==> config.mk <==
export PLATFORM = sky130hd
export DESIGN_NAME = dag_topological_scheduler_top
export DESIGN_NICKNAME = d
export VERILOG_FILES = /design/src/rtl/dts_pkg.sv /design/src/rtl/dts_ram.sv /design/src/rtl/dts_ctrl.sv /design/src/rtl/dts_datapath.sv /design/src/rtl/dag_topological_scheduler_top.sv
export SDC_FILE = /design/constraint.sdc
export NUM_CORES = 2
export LEC_CHECK = 0
export ABC_CLOCK_PERIOD_IN_PS = 15000
export BUFFER_PORTS_ARGS = -buffer_cell sky130_fd_sc_hd__buf_2
export CAP_MARGIN = 40
export CORE_MARGIN = 1.5
export CORE_UTILIZATION = 45
export DETAILED_ROUTE_END_ITERATION = 8
export PLACE_DENSITY_LB_ADDON = 0.08
export RECOVER_POWER = 100
export REMOVE_ABC_BUFFERS = 1
export SETUP_SLACK_MARGIN = 0.3
export SYNTH_ARGS = -nofsm -noshare
export SYNTH_HDL_FRONTEND = slang
export SYNTH_MEMORY_MAX_BITS = 65536
export SYNTH_SLANG_ARGS = --single-unit
==> constraint.sdc <==
create_clock -name clk -period 15 [get_ports clk]
set_input_delay 4.5 -clock clk [delete_from_list [all_inputs] [get_ports clk]]
set_output_delay 4.5 -clock clk [all_outputs]
set_load 0.1 [all_outputs]
==> src/rtl/dts_pkg.sv <==
// ----------------------------------------------------------------------------
// dts_pkg
// Shared types and constants of the DAG topological scheduler.
// ----------------------------------------------------------------------------
`timescale 1ns / 1ps
`default_nettype none

package dts_pkg;

  localparam int MAX_NODES = 64;
  localparam int MAX_DEPS  = 8;
  localparam int NODE_W    = $clog2(MAX_NODES);
  localparam int TOT_W     = NODE_W + 1;
  localparam int CNT_W     = 4;
  localparam int WAVE_W    = 6;
  localparam int ROW_W     = CNT_W + MAX_DEPS * NODE_W;
  localparam int FIFO_W    = NODE_W + WAVE_W;

  typedef struct packed {
    logic [CNT_W-1:0]  dep_count;
    logic [NODE_W-1:0] dep_0;
    logic [NODE_W-1:0] dep_1;
    logic [NODE_W-1:0] dep_2;
    logic [NODE_W-1:0] dep_3;
    logic [NODE_W-1:0] dep_4;
    logic [NODE_W-1:0] dep_5;
    logic [NODE_W-1:0] dep_6;
    logic [NODE_W-1:0] dep_7;
    logic              final_node;
  } dts_in_t;

  typedef struct packed {
    logic [NODE_W-1:0] node_index;
    logic [WAVE_W-1:0] wave;
    logic              carries_node;
    logic              end_of_run;
    logic              incomplete;
  } dts_out_t;

  // controller -> datapath
  typedef struct packed {
    logic load;        // store the incoming node
    logic init_sweep;  // copy counts into pending degrees, queue roots
    logic scan_sweep;  // release dependants of the current node
    logic pop_take;    // latch the queue head as current node
    logic emit_node;
    logic emit_status;
    logic clear_run;
  } dts_cmd_t;

  // datapath -> controller
  typedef struct packed {
    logic sweep_done;
    logic fifo_empty;
    logic all_done;
    logic out_free;
  } dts_stat_t;

endpackage

`default_nettype wire

==> src/rtl/dts_ram.sv <==
// ----------------------------------------------------------------------------
// dts_ram
// Generic single-write, single-read RAM with registered read data.
// ----------------------------------------------------------------------------
`timescale 1ns / 1ps
`default_nettype none

module dts_ram #(
  parameter int WIDTH = 8,
  parameter int DEPTH = 64
) (
  input  wire logic                       clk,
  input  wire logic                       we,
  input  wire logic [$clog2(DEPTH)-1:0]   waddr,
  input  wire logic [WIDTH-1:0]           wdata,
  input  wire logic [$clog2(DEPTH)-1:0]   raddr,
  output logic      [WIDTH-1:0]           rdata
);

  logic [WIDTH-1:0] mem [DEPTH];

  always_ff @(posedge clk) begin
    if (we) begin
      mem[waddr] <= wdata;
    end
    rdata <= mem[raddr];
  end

endmodule

`default_nettype wire

==> src/rtl/dts_ctrl.sv <==
// ----------------------------------------------------------------------------
// dts_ctrl
// Sequencer: load phase, then init sweep and pop / scan / emit per node.
// ----------------------------------------------------------------------------
`timescale 1ns / 1ps
`default_nettype none

module dts_ctrl
  import dts_pkg::*;
(
  input  wire logic      clk,
  input  wire logic      rst_n,
  input  wire logic      in_valid,
  input  wire logic      final_node,
  output logic           in_stall,
  input  wire dts_stat_t stat,
  output dts_cmd_t       cmd
);

  typedef enum logic [6:0] {
    ST_LOAD   = 7'b0000001,
    ST_INIT   = 7'b0000010,
    ST_POP    = 7'b0000100,
    ST_POPW   = 7'b0001000,
    ST_SCAN   = 7'b0010000,
    ST_EMIT   = 7'b0100000,
    ST_STATUS = 7'b1000000
  } state_t;

  state_t state_r, state_nxt;

  always_comb begin
    state_nxt = state_r;
    cmd       = '0;
    in_stall  = 1'b1;
    case (state_r)
      ST_LOAD: begin
        in_stall = 1'b0;
        cmd.load = in_valid;
        if (in_valid && final_node) begin
          state_nxt = ST_INIT;
        end
      end
      ST_INIT: begin
        cmd.init_sweep = 1'b1;
        if (stat.sweep_done) begin
          state_nxt = stat.fifo_empty ? ST_STATUS : ST_POP;
        end
      end
      ST_POP: begin
        state_nxt = ST_POPW;
      end
      ST_POPW: begin
        cmd.pop_take = 1'b1;
        state_nxt    = ST_SCAN;
      end
      ST_SCAN: begin
        cmd.scan_sweep = 1'b1;
        if (stat.sweep_done) begin
          state_nxt = ST_EMIT;
        end
      end
      ST_EMIT: begin
        if (stat.out_free) begin
          cmd.emit_node = 1'b1;
          if (!stat.fifo_empty) begin
            state_nxt = ST_POP;
          end else if (stat.all_done) begin
            cmd.clear_run = 1'b1;
            state_nxt     = ST_LOAD;
          end else begin
            state_nxt = ST_STATUS;
          end
        end
      end
      ST_STATUS: begin
        if (stat.out_free) begin
          cmd.emit_status = 1'b1;
          cmd.clear_run   = 1'b1;
          state_nxt       = ST_LOAD;
        end
      end
      default: begin
        state_nxt = ST_LOAD;
      end
    endcase
  end

  always_ff @(posedge clk) begin
    if (!rst_n) begin
      state_r <= ST_LOAD;
    end else begin
      state_r <= state_nxt;
    end
  end

endmodule

`default_nettype wire

==> src/rtl/dts_datapath.sv <==
// ----------------------------------------------------------------------------
// dts_datapath
// Dependency rows, pending degrees, ready queue, sweep pipe and result register.
// ----------------------------------------------------------------------------
`timescale 1ns / 1ps
`default_nettype none

module dts_datapath
  import dts_pkg::*;
(
  input  wire logic     clk,
  input  wire logic     rst_n,
  input  wire dts_in_t  in_data,
  input  wire dts_cmd_t cmd,
  output dts_stat_t     stat,
  output logic          out_valid,
  input  wire logic     out_stall,
  output dts_out_t      out_data
);

  logic [TOT_W-1:0]  node_total_r, node_total_nxt;
  logic [TOT_W-1:0]  exec_r, exec_nxt;
  logic [TOT_W-1:0]  head_r, head_nxt;
  logic [TOT_W-1:0]  tail_r, tail_nxt;
  logic [TOT_W-1:0]  idx_r, idx_nxt;
  logic              p_valid_r;
  logic [NODE_W-1:0] p_idx_r;
  logic [NODE_W-1:0] cur_r;
  logic [WAVE_W-1:0] wave_r;
  logic              out_valid_r, out_valid_nxt;
  dts_out_t          out_data_r, out_data_nxt;

  // load side
  logic [CNT_W-1:0]                   cnt_sat;
  logic [MAX_DEPS-1:0][NODE_W-1:0]    deps_in;
  logic                               row_we;
  logic [ROW_W-1:0]                   row_wdata;
  logic [ROW_W-1:0]                   row_rdata;

  // sweep side
  logic                               sweep_on;
  logic                               issue;
  logic [CNT_W-1:0]                   rd_cnt;
  logic [MAX_DEPS-1:0][NODE_W-1:0]    rd_deps;
  logic [CNT_W-1:0]                   hits;
  logic [CNT_W-1:0]                   pend_rdata;
  logic                               pend_we;
  logic [CNT_W-1:0]                   pend_wdata;
  logic                               push;
  logic [WAVE_W-1:0]                  push_wave;
  logic [FIFO_W-1:0]                  fifo_rdata;

  assign cnt_sat = (in_data.dep_count > CNT_W'(MAX_DEPS)) ? CNT_W'(MAX_DEPS)
                                                          : in_data.dep_count;
  assign deps_in[0] = in_data.dep_0;
  assign deps_in[1] = in_data.dep_1;
  assign deps_in[2] = in_data.dep_2;
  assign deps_in[3] = in_data.dep_3;
  assign deps_in[4] = in_data.dep_4;
  assign deps_in[5] = in_data.dep_5;
  assign deps_in[6] = in_data.dep_6;
  assign deps_in[7] = in_data.dep_7;

  // nodes beyond capacity are dropped
  assign row_we    = cmd.load && (node_total_r < TOT_W'(MAX_NODES));
  assign row_wdata = {cnt_sat, deps_in};

  assign sweep_on = cmd.init_sweep | cmd.scan_sweep;
  assign issue    = sweep_on && (idx_r < node_total_r);

  dts_ram #(.WIDTH(ROW_W), .DEPTH(MAX_NODES)) u_dep_ram (
    .clk   (clk),
    .we    (row_we),
    .waddr (node_total_r[NODE_W-1:0]),
    .wdata (row_wdata),
    .raddr (idx_r[NODE_W-1:0]),
    .rdata (row_rdata)
  );

  dts_ram #(.WIDTH(CNT_W), .DEPTH(MAX_NODES)) u_pend_ram (
    .clk   (clk),
    .we    (pend_we),
    .waddr (p_idx_r),
    .wdata (pend_wdata),
    .raddr (idx_r[NODE_W-1:0]),
    .rdata (pend_rdata)
  );

  dts_ram #(.WIDTH(FIFO_W), .DEPTH(MAX_NODES)) u_fifo_ram (
    .clk   (clk),
    .we    (push),
    .waddr (tail_r[NODE_W-1:0]),
    .wdata ({p_idx_r, push_wave}),
    .raddr (head_r[NODE_W-1:0]),
    .rdata (fifo_rdata)
  );

  assign rd_cnt  = row_rdata[ROW_W-1 -: CNT_W];
  assign rd_deps = row_rdata[MAX_DEPS*NODE_W-1:0];

  // occurrences of the current node among the valid dependency slots
  always_comb begin
    hits = '0;
    for (int j = 0; j < MAX_DEPS; j++) begin
      if ((CNT_W'(j) < rd_cnt) && (rd_deps[j] == cur_r)) begin
        hits = hits + CNT_W'(1);
      end
    end
  end

  always_comb begin
    pend_we    = 1'b0;
    pend_wdata = rd_cnt;
    push       = 1'b0;
    push_wave  = '0;
    if (p_valid_r && cmd.init_sweep) begin
      pend_we = 1'b1;
      push    = (rd_cnt == '0);
    end else if (p_valid_r && cmd.scan_sweep && (pend_rdata != '0) && (hits != '0)) begin
      pend_we    = 1'b1;
      pend_wdata = (hits >= pend_rdata) ? '0 : (pend_rdata - hits);
      push       = (hits >= pend_rdata);
      push_wave  = wave_r + WAVE_W'(1);
    end
  end

  assign stat.sweep_done = !issue && !p_valid_r;
  assign stat.fifo_empty = (head_r == tail_r);
  assign stat.all_done   = (exec_r == node_total_r);
  assign stat.out_free   = !out_valid_r || !out_stall;

  always_comb begin
    node_total_nxt = node_total_r;
    exec_nxt       = exec_r;
    head_nxt       = head_r;
    tail_nxt       = tail_r;
    idx_nxt        = sweep_on ? idx_r : '0;
    if (row_we) begin
      node_total_nxt = node_total_r + TOT_W'(1);
    end
    if (issue) begin
      idx_nxt = idx_r + TOT_W'(1);
    end
    if (push) begin
      tail_nxt = tail_r + TOT_W'(1);
    end
    if (cmd.pop_take) begin
      head_nxt = head_r + TOT_W'(1);
      exec_nxt = exec_r + TOT_W'(1);
    end
    if (cmd.clear_run) begin
      node_total_nxt = '0;
      exec_nxt       = '0;
      head_nxt       = '0;
      tail_nxt       = '0;
    end
  end

  always_comb begin
    out_valid_nxt = out_valid_r && out_stall;
    out_data_nxt  = out_data_r;
    if (cmd.emit_node) begin
      out_valid_nxt             = 1'b1;
      out_data_nxt.node_index   = cur_r;
      out_data_nxt.wave         = wave_r;
      out_data_nxt.carries_node = 1'b1;
      out_data_nxt.end_of_run   = stat.fifo_empty && stat.all_done;
      out_data_nxt.incomplete   = 1'b0;
    end else if (cmd.emit_status) begin
      out_valid_nxt             = 1'b1;
      out_data_nxt.node_index   = '0;
      out_data_nxt.wave         = '0;
      out_data_nxt.carries_node = 1'b0;
      out_data_nxt.end_of_run   = 1'b1;
      out_data_nxt.incomplete   = 1'b1;
    end
  end

  always_ff @(posedge clk) begin
    if (!rst_n) begin
      node_total_r <= '0;
      exec_r       <= '0;
      head_r       <= '0;
      tail_r       <= '0;
      idx_r        <= '0;
      p_valid_r    <= 1'b0;
      out_valid_r  <= 1'b0;
    end else begin
      node_total_r <= node_total_nxt;
      exec_r       <= exec_nxt;
      head_r       <= head_nxt;
      tail_r       <= tail_nxt;
      idx_r        <= idx_nxt;
      p_valid_r    <= issue;
      out_valid_r  <= out_valid_nxt;
    end
  end

  always_ff @(posedge clk) begin
    p_idx_r    <= idx_r[NODE_W-1:0];
    out_data_r <= out_data_nxt;
    if (cmd.pop_take) begin
      cur_r  <= fifo_rdata[FIFO_W-1 -: NODE_W];
      wave_r <= fifo_rdata[WAVE_W-1:0];
    end
  end

  assign out_valid = out_valid_r;
  assign out_data  = out_data_r;

  // each node is queued at most once per run
  a_tail_bound: assert property (@(posedge clk) disable iff (!rst_n)
    tail_r <= node_total_r)
    else $error("ready queue holds more entries than loaded nodes");

  a_head_bound: assert property (@(posedge clk) disable iff (!rst_n)
    head_r <= tail_r)
    else $error("ready queue popped past its tail");

  a_pop_nonempty: assert property (@(posedge clk) disable iff (!rst_n)
    cmd.pop_take |-> (head_r != tail_r))
    else $error("pop from an empty ready queue");

  a_emit_free: assert property (@(posedge clk) disable iff (!rst_n)
    (cmd.emit_node || cmd.emit_status) |-> stat.out_free)
    else $error("result register overwritten while still held");

  a_clear_idle: assert property (@(posedge clk) disable iff (!rst_n)
    cmd.clear_run |=> (node_total_r == '0) && (tail_r == '0))
    else $error("run state not cleared at end of run");

endmodule

`default_nettype wire

==> src/rtl/dag_topological_scheduler_top.sv <==
// ----------------------------------------------------------------------------
// dag_topological_scheduler_top
// Kahn topological scheduler: loads graph nodes, then emits execution order.
// ----------------------------------------------------------------------------
// Nodes are taken one per cycle and numbered in arrival order; the node with
// final_node set starts the run and in_stall stays high until the run's last
// result has been handed to the result register. The run first sweeps the
// dependency row memory once to seed the ready queue, then sweeps it again
// for every node taken from the queue, one node per cycle. Each result
// carries its wave; an incomplete run ends with a status request that has
// carries_node low and incomplete high.
`timescale 1ns / 1ps
`default_nettype none

module dag_topological_scheduler_top
  import dts_pkg::*;
(
  input  wire logic    clk,
  input  wire logic    rst_n,
  input  wire logic    in_valid,
  output logic         in_stall,
  input  wire dts_in_t in_data,
  output logic         out_valid,
  input  wire logic    out_stall,
  output dts_out_t     out_data
);

  dts_cmd_t  cmd;
  dts_stat_t stat;

  dts_ctrl u_ctrl (
    .clk        (clk),
    .rst_n      (rst_n),
    .in_valid   (in_valid),
    .final_node (in_data.final_node),
    .in_stall   (in_stall),
    .stat       (stat),
    .cmd        (cmd)
  );

  dts_datapath u_datapath (
    .clk       (clk),
    .rst_n     (rst_n),
    .in_data   (in_data),
    .cmd       (cmd),
    .stat      (stat),
    .out_valid (out_valid),
    .out_stall (out_stall),
    .out_data  (out_data)
  );

endmodule

`default_nettype wire

==> summary.md <==
Flip-flop and latch count after synthesis: 4,497. The first detailed-routing pass ran for 6 iterations. Buffers inserted to repair hold after CTS numbered 0. The final core utilization came out at 0.5112. Final total negative setup slack: 0 ps. The final reports fail on capacitance limit, slew limit. The minimum period implied by the final worst setup slack was 11,120 ps; the sink count of the clock tree was 4,497. The initial core utilization was 0.4525; the maximum fanout count along the critical path was 39. Counting both buffers and inverters, the worst setup path holds a total of 5. The run finished, with violations left. STA classifies the critical path endpoint as a register.

The floorplan step set the die height to 620.7 µm. The count of synthesis-stage warnings from yosys came out at 0. For this run, the post-layout net count is 7,565.

For the pin with the worst max-slew slack, the measured transition is 8403 ps. The clock arrives with 63.16 ps of skew. Initial antenna violation count: 44.

Number of max-cap violations: 212. Summed over all layers, the routed wires come to 475.8 mm. The tools report the wire length of the first global-routing pass as 658.2 mm.

In this run the cell area of the synthesized design comes to 0.1717 mm². The logs give 0.2471 for the aggregate global-route resource usage and 990 ps for the worst-skew pair later-pin latency. The tools report the gate count of the mapped netlist as 7,001. Hold is met by 408.4 ps. The maximum frequency from static timing analysis came out at 89.90 MHz. The total overflow left after global routing is 0. TritonCTS built the clock tree.

In the final routed layout, each cell accounts on average for 36.84 µm. For the maximum vdd drop, the log shows 0.0001109 V. The initial DRC count is 9,649, and the per-cell via count in the routed design is 6.117.

The average instance area after synthesis works out to 24.52 µm². The total power draw was 26,010 µW. Buffers inserted during clock tree synthesis total 463. The tree is rooted in a clkbuf_16.

Cell at the slowest stage of the critical path: clkbuf_1. The kind of path behind the tightest hold check was register to register. The proportion of synthesized flip-flops having asynchronous set or reset works out to 0. For the data arrival time of the worst path, the log shows 11,680 ps. Routed signal wires occupy layers up through met5. The worst setup path is of the register to register kind. The layout has 29,660 filler cells.

The run gives 74 as the boundary pin count. STA puts the critical path data required time at 15,560 ps. Setup violations remaining at the end of the flow were counted as 0. For this block, the via count after detailed routing is 79,000.

Critical path's most frequent cell: ha_1. The startpoint type of the worst setup path is a register. In the synthesized netlist the dominant register cell turns out to be edfxtp_1. The tools report the via count of the first global-routing pass as 78,970. Yosys mapped a number of flops with a built-in enable equal to 4,377. The H-tree was split into 5 levels. The area enclosed by the die boundary is 0.3853 mm², and the count of pins over their slew limit is 8,319. The congestion estimate from routability-driven global placement came to 0.8390. In this run the power density over the cells is 134.1 mW/mm². For the final HPWL from detailed placement, the log shows 288.6 mm. Relative to the synthesized area, the layout overhead comes to 12.99%. Routed metal-1 wire length: 197.3 mm. Setup repair after global routing left no endpoint under its margin.

The floorplan row count is 226, and the leakage power figure is 0.05781 µW. The number of instances resized during post-cts repair is 0. The run gives 0.3795 mm² as the area of the core region. The logs give 236.4 mm for the met2 wire length and 31.44 mm for the routed length on met3. The multi-input combinational cells in the finished layout cover a total of 0.03662 mm².

The tools report the number of nets with antenna violations after detailed routing as 0. For the number of design rule violations left after detail routing, the log shows 0. Across the whole layout, storage elements account for 0.1338 mm². The tools report the sequential fraction of the synthesis area as 0.7795. The buffer depth of the longest clock path came out at 4. The post-CTS repair timing setup buffer count is 0, and the count of input and output buffers is 73. The max-slew headroom at the worst pin was -4.602; the fraction of layout instances using a drive strength above 1 was 0.2855.

The x dimension of the die is 620.7 µm. The tools report the largest net degree at the start of global routing as 128. The kind of cell with the highest combined delay on the critical path was buffers and inverters. The final critical-path share of the clock period was 0.7416. The run gives 68 as the number of distinct library cells after synthesis. After clock tree synthesis, the clock-pin slew on the worst setup and hold paths is 60 ps. The number of hold violations in the final report is 0, and the biggest cell delay along the critical path is 1890 ps.
==> state kept, by name (all words and copies together), names as in the netlist <==
signal and flops:
u_datapath.u_fifo_ram.rdata 12, u_datapath.wave_r 6, u_datapath.u_pend_ram.rdata 4, u_datapath.out_valid 1, u_datapath.head_r 7, u_datapath.exec_r 7
u_datapath.cur_r 6, u_datapath.p_valid_r 1, u_datapath.idx_r 7, u_ctrl.state_r 7, u_datapath.u_dep_ram.mem 3328, u_datapath.node_total_r 7
u_datapath.u_fifo_ram.mem 768, u_datapath.out_data 15, u_datapath.p_idx_r 6, u_datapath.u_dep_ram.rdata 52, u_datapath.tail_r 7, u_datapath.u_pend_ram.mem 256
==> metal layers <==
metal,up-vias,track usage
met2,3149,0.4078
li1,31310,-
met5,-,0
met3,545,0.03551
met1,43980,0.3544
met4,10,0.05090
==> layout make-up <==
cell class                 count  share of cell area
clock buffer                 587             0.06390
timing repair buffer         400             0.01142
tap                         5016             0.03235
sequential                  4497              0.6900
clock inverter               271             0.01294
inverter                      19           0.0003676
antenna                       21           0.0002709
multi-input combinational   2103              0.1888
==> cell usage after synthesis, drive strengths merged (3+ instances only) <==
| library cell | number | area, µm² |
|---|---|---|
| nor3 | 32 | 160.2 |
| a21boi | 5 | 37.54 |
| or3 | 9 | 61.31 |
| o21ai | 14 | 85.08 |
| nand4 | 14 | 87.58 |
| a21oi | 26 | 130.1 |
| nor4 | 59 | 375.4 |
| o31ai | 6 | 50.05 |
| nor3b | 4 | 30.03 |
| or2 | 8 | 50.05 |
| mux2 | 3 | 33.78 |
| nor2b | 4 | 25.02 |
| nand3 | 23 | 115.1 |
| a21o | 11 | 82.58 |
| and2 | 24 | 150.1 |
| inv | 17 | 63.81 |
| buf | 119 | 478.0 |
| and4 | 3 | 26.28 |
| nand3b | 6 | 45.04 |
| ha | 23 | 287.8 |
| mux2i | 7 | 70.07 |
| edfxtp | 4377 | 131400 |
| a211o | 3 | 26.28 |
| nor2 | 196 | 735.7 |
| nand2b | 12 | 75.07 |
| clkbuf | 263 | 988.4 |
| mux4 | 1428 | 32160 |
| and3 | 4 | 25.02 |
| nand2 | 50 | 187.7 |
| xnor2 | 50 | 437.9 |
| xor2 | 48 | 420.4 |
| a31oi | 3 | 33.78 |
| dfxtp | 120 | 2402 |
==> logic make-up (layout without fill, tap and decap cells) <==
family / after synthesis / after routing / share of synthesized area
flip-flops: 4497 / 4497 / 0.7795
XOR/XNOR: 100 / 100 / 0.005261
other: 0 / 21 / 0
multiplexers: 1438 / 1438 / 0.1879
buffers and inverters: 401 / 1277 / 0.008956
AND/OR/NAND/NOR: 455 / 455 / 0.01288
adder cells (fa/ha/maj): 24 / 24 / 0.001793
AO/OA/AOI/OAI: 86 / 86 / 0.003687
==> final timing paths <==
| check | startpoint | end | slack, ps | depth (start not counted) |
|---|---|---|---|---|
| worst min register to register | u_datapath.u_fifo_ram.rdata[1]$_DFF_P_ | u_datapath.wave_r[1]$_DFFE_PP_ | 410 | 0 |
| worst max register to register | u_datapath.cur_r[2]$_DFFE_PP_ | u_datapath.u_fifo_ram.mem[36][4]$_DFFE_PP_ | 3880 | 33 |
| worst max-delay path | u_datapath.cur_r[2]$_DFFE_PP_ | u_datapath.u_fifo_ram.mem[36][4]$_DFFE_PP_ | 3880 | 33 |
| worst min-delay path | u_datapath.u_fifo_ram.rdata[1]$_DFF_P_ | u_datapath.wave_r[1]$_DFFE_PP_ | 410 | 0 |
==> report_power, final <==
part,leakage [µW],switching [µW],internal (µW)
Sequential,0.0413,33.2,13900
Clock,0.00726,4810,6520
Combinational,0.00928,563,193
Total,0.0578,5400,20600
==> stage by stage <==
| step | instances | area [µm²] | worst slack, ps |
|---|---|---|---|
| floorplan | 6619 | 170200 | -23620 |
| global placement | 11950 | 179900 | 5667 |
| detailed placement | 12030 | 181400 | 6050 |
| CTS | 12890 | 196300 | 5948 |
| global route | 12900 | 194000 | 3308 |
| finish | 12910 | 194000 | 3876 |
==> cells in the final DEF (no fill, tap or decap), types with 12 or more instances in the layout <==
master and n:
edfxtp_1 4377, and2_0 14, nor2_4 32, xor2_1 48, nand2b_1 12, xnor2_1 50
buf_2 25, nor3_1 32, clkinvlp_4 19, a21oi_1 26, bufinv_16 40, inv_1 17
clkinv_2 85, nor4_1 49, diode_2 21, clkbuf_16 475, nor2_1 163, nand4_1 14
dfxtp_1 116, nand2_1 50, nand3_1 23, buf_4 53, clkinv_1 109, mux4_2 1428
ha_1 23, o21ai_0 13, clkbuf_1 397
Power figures use the tool's default switching activity.
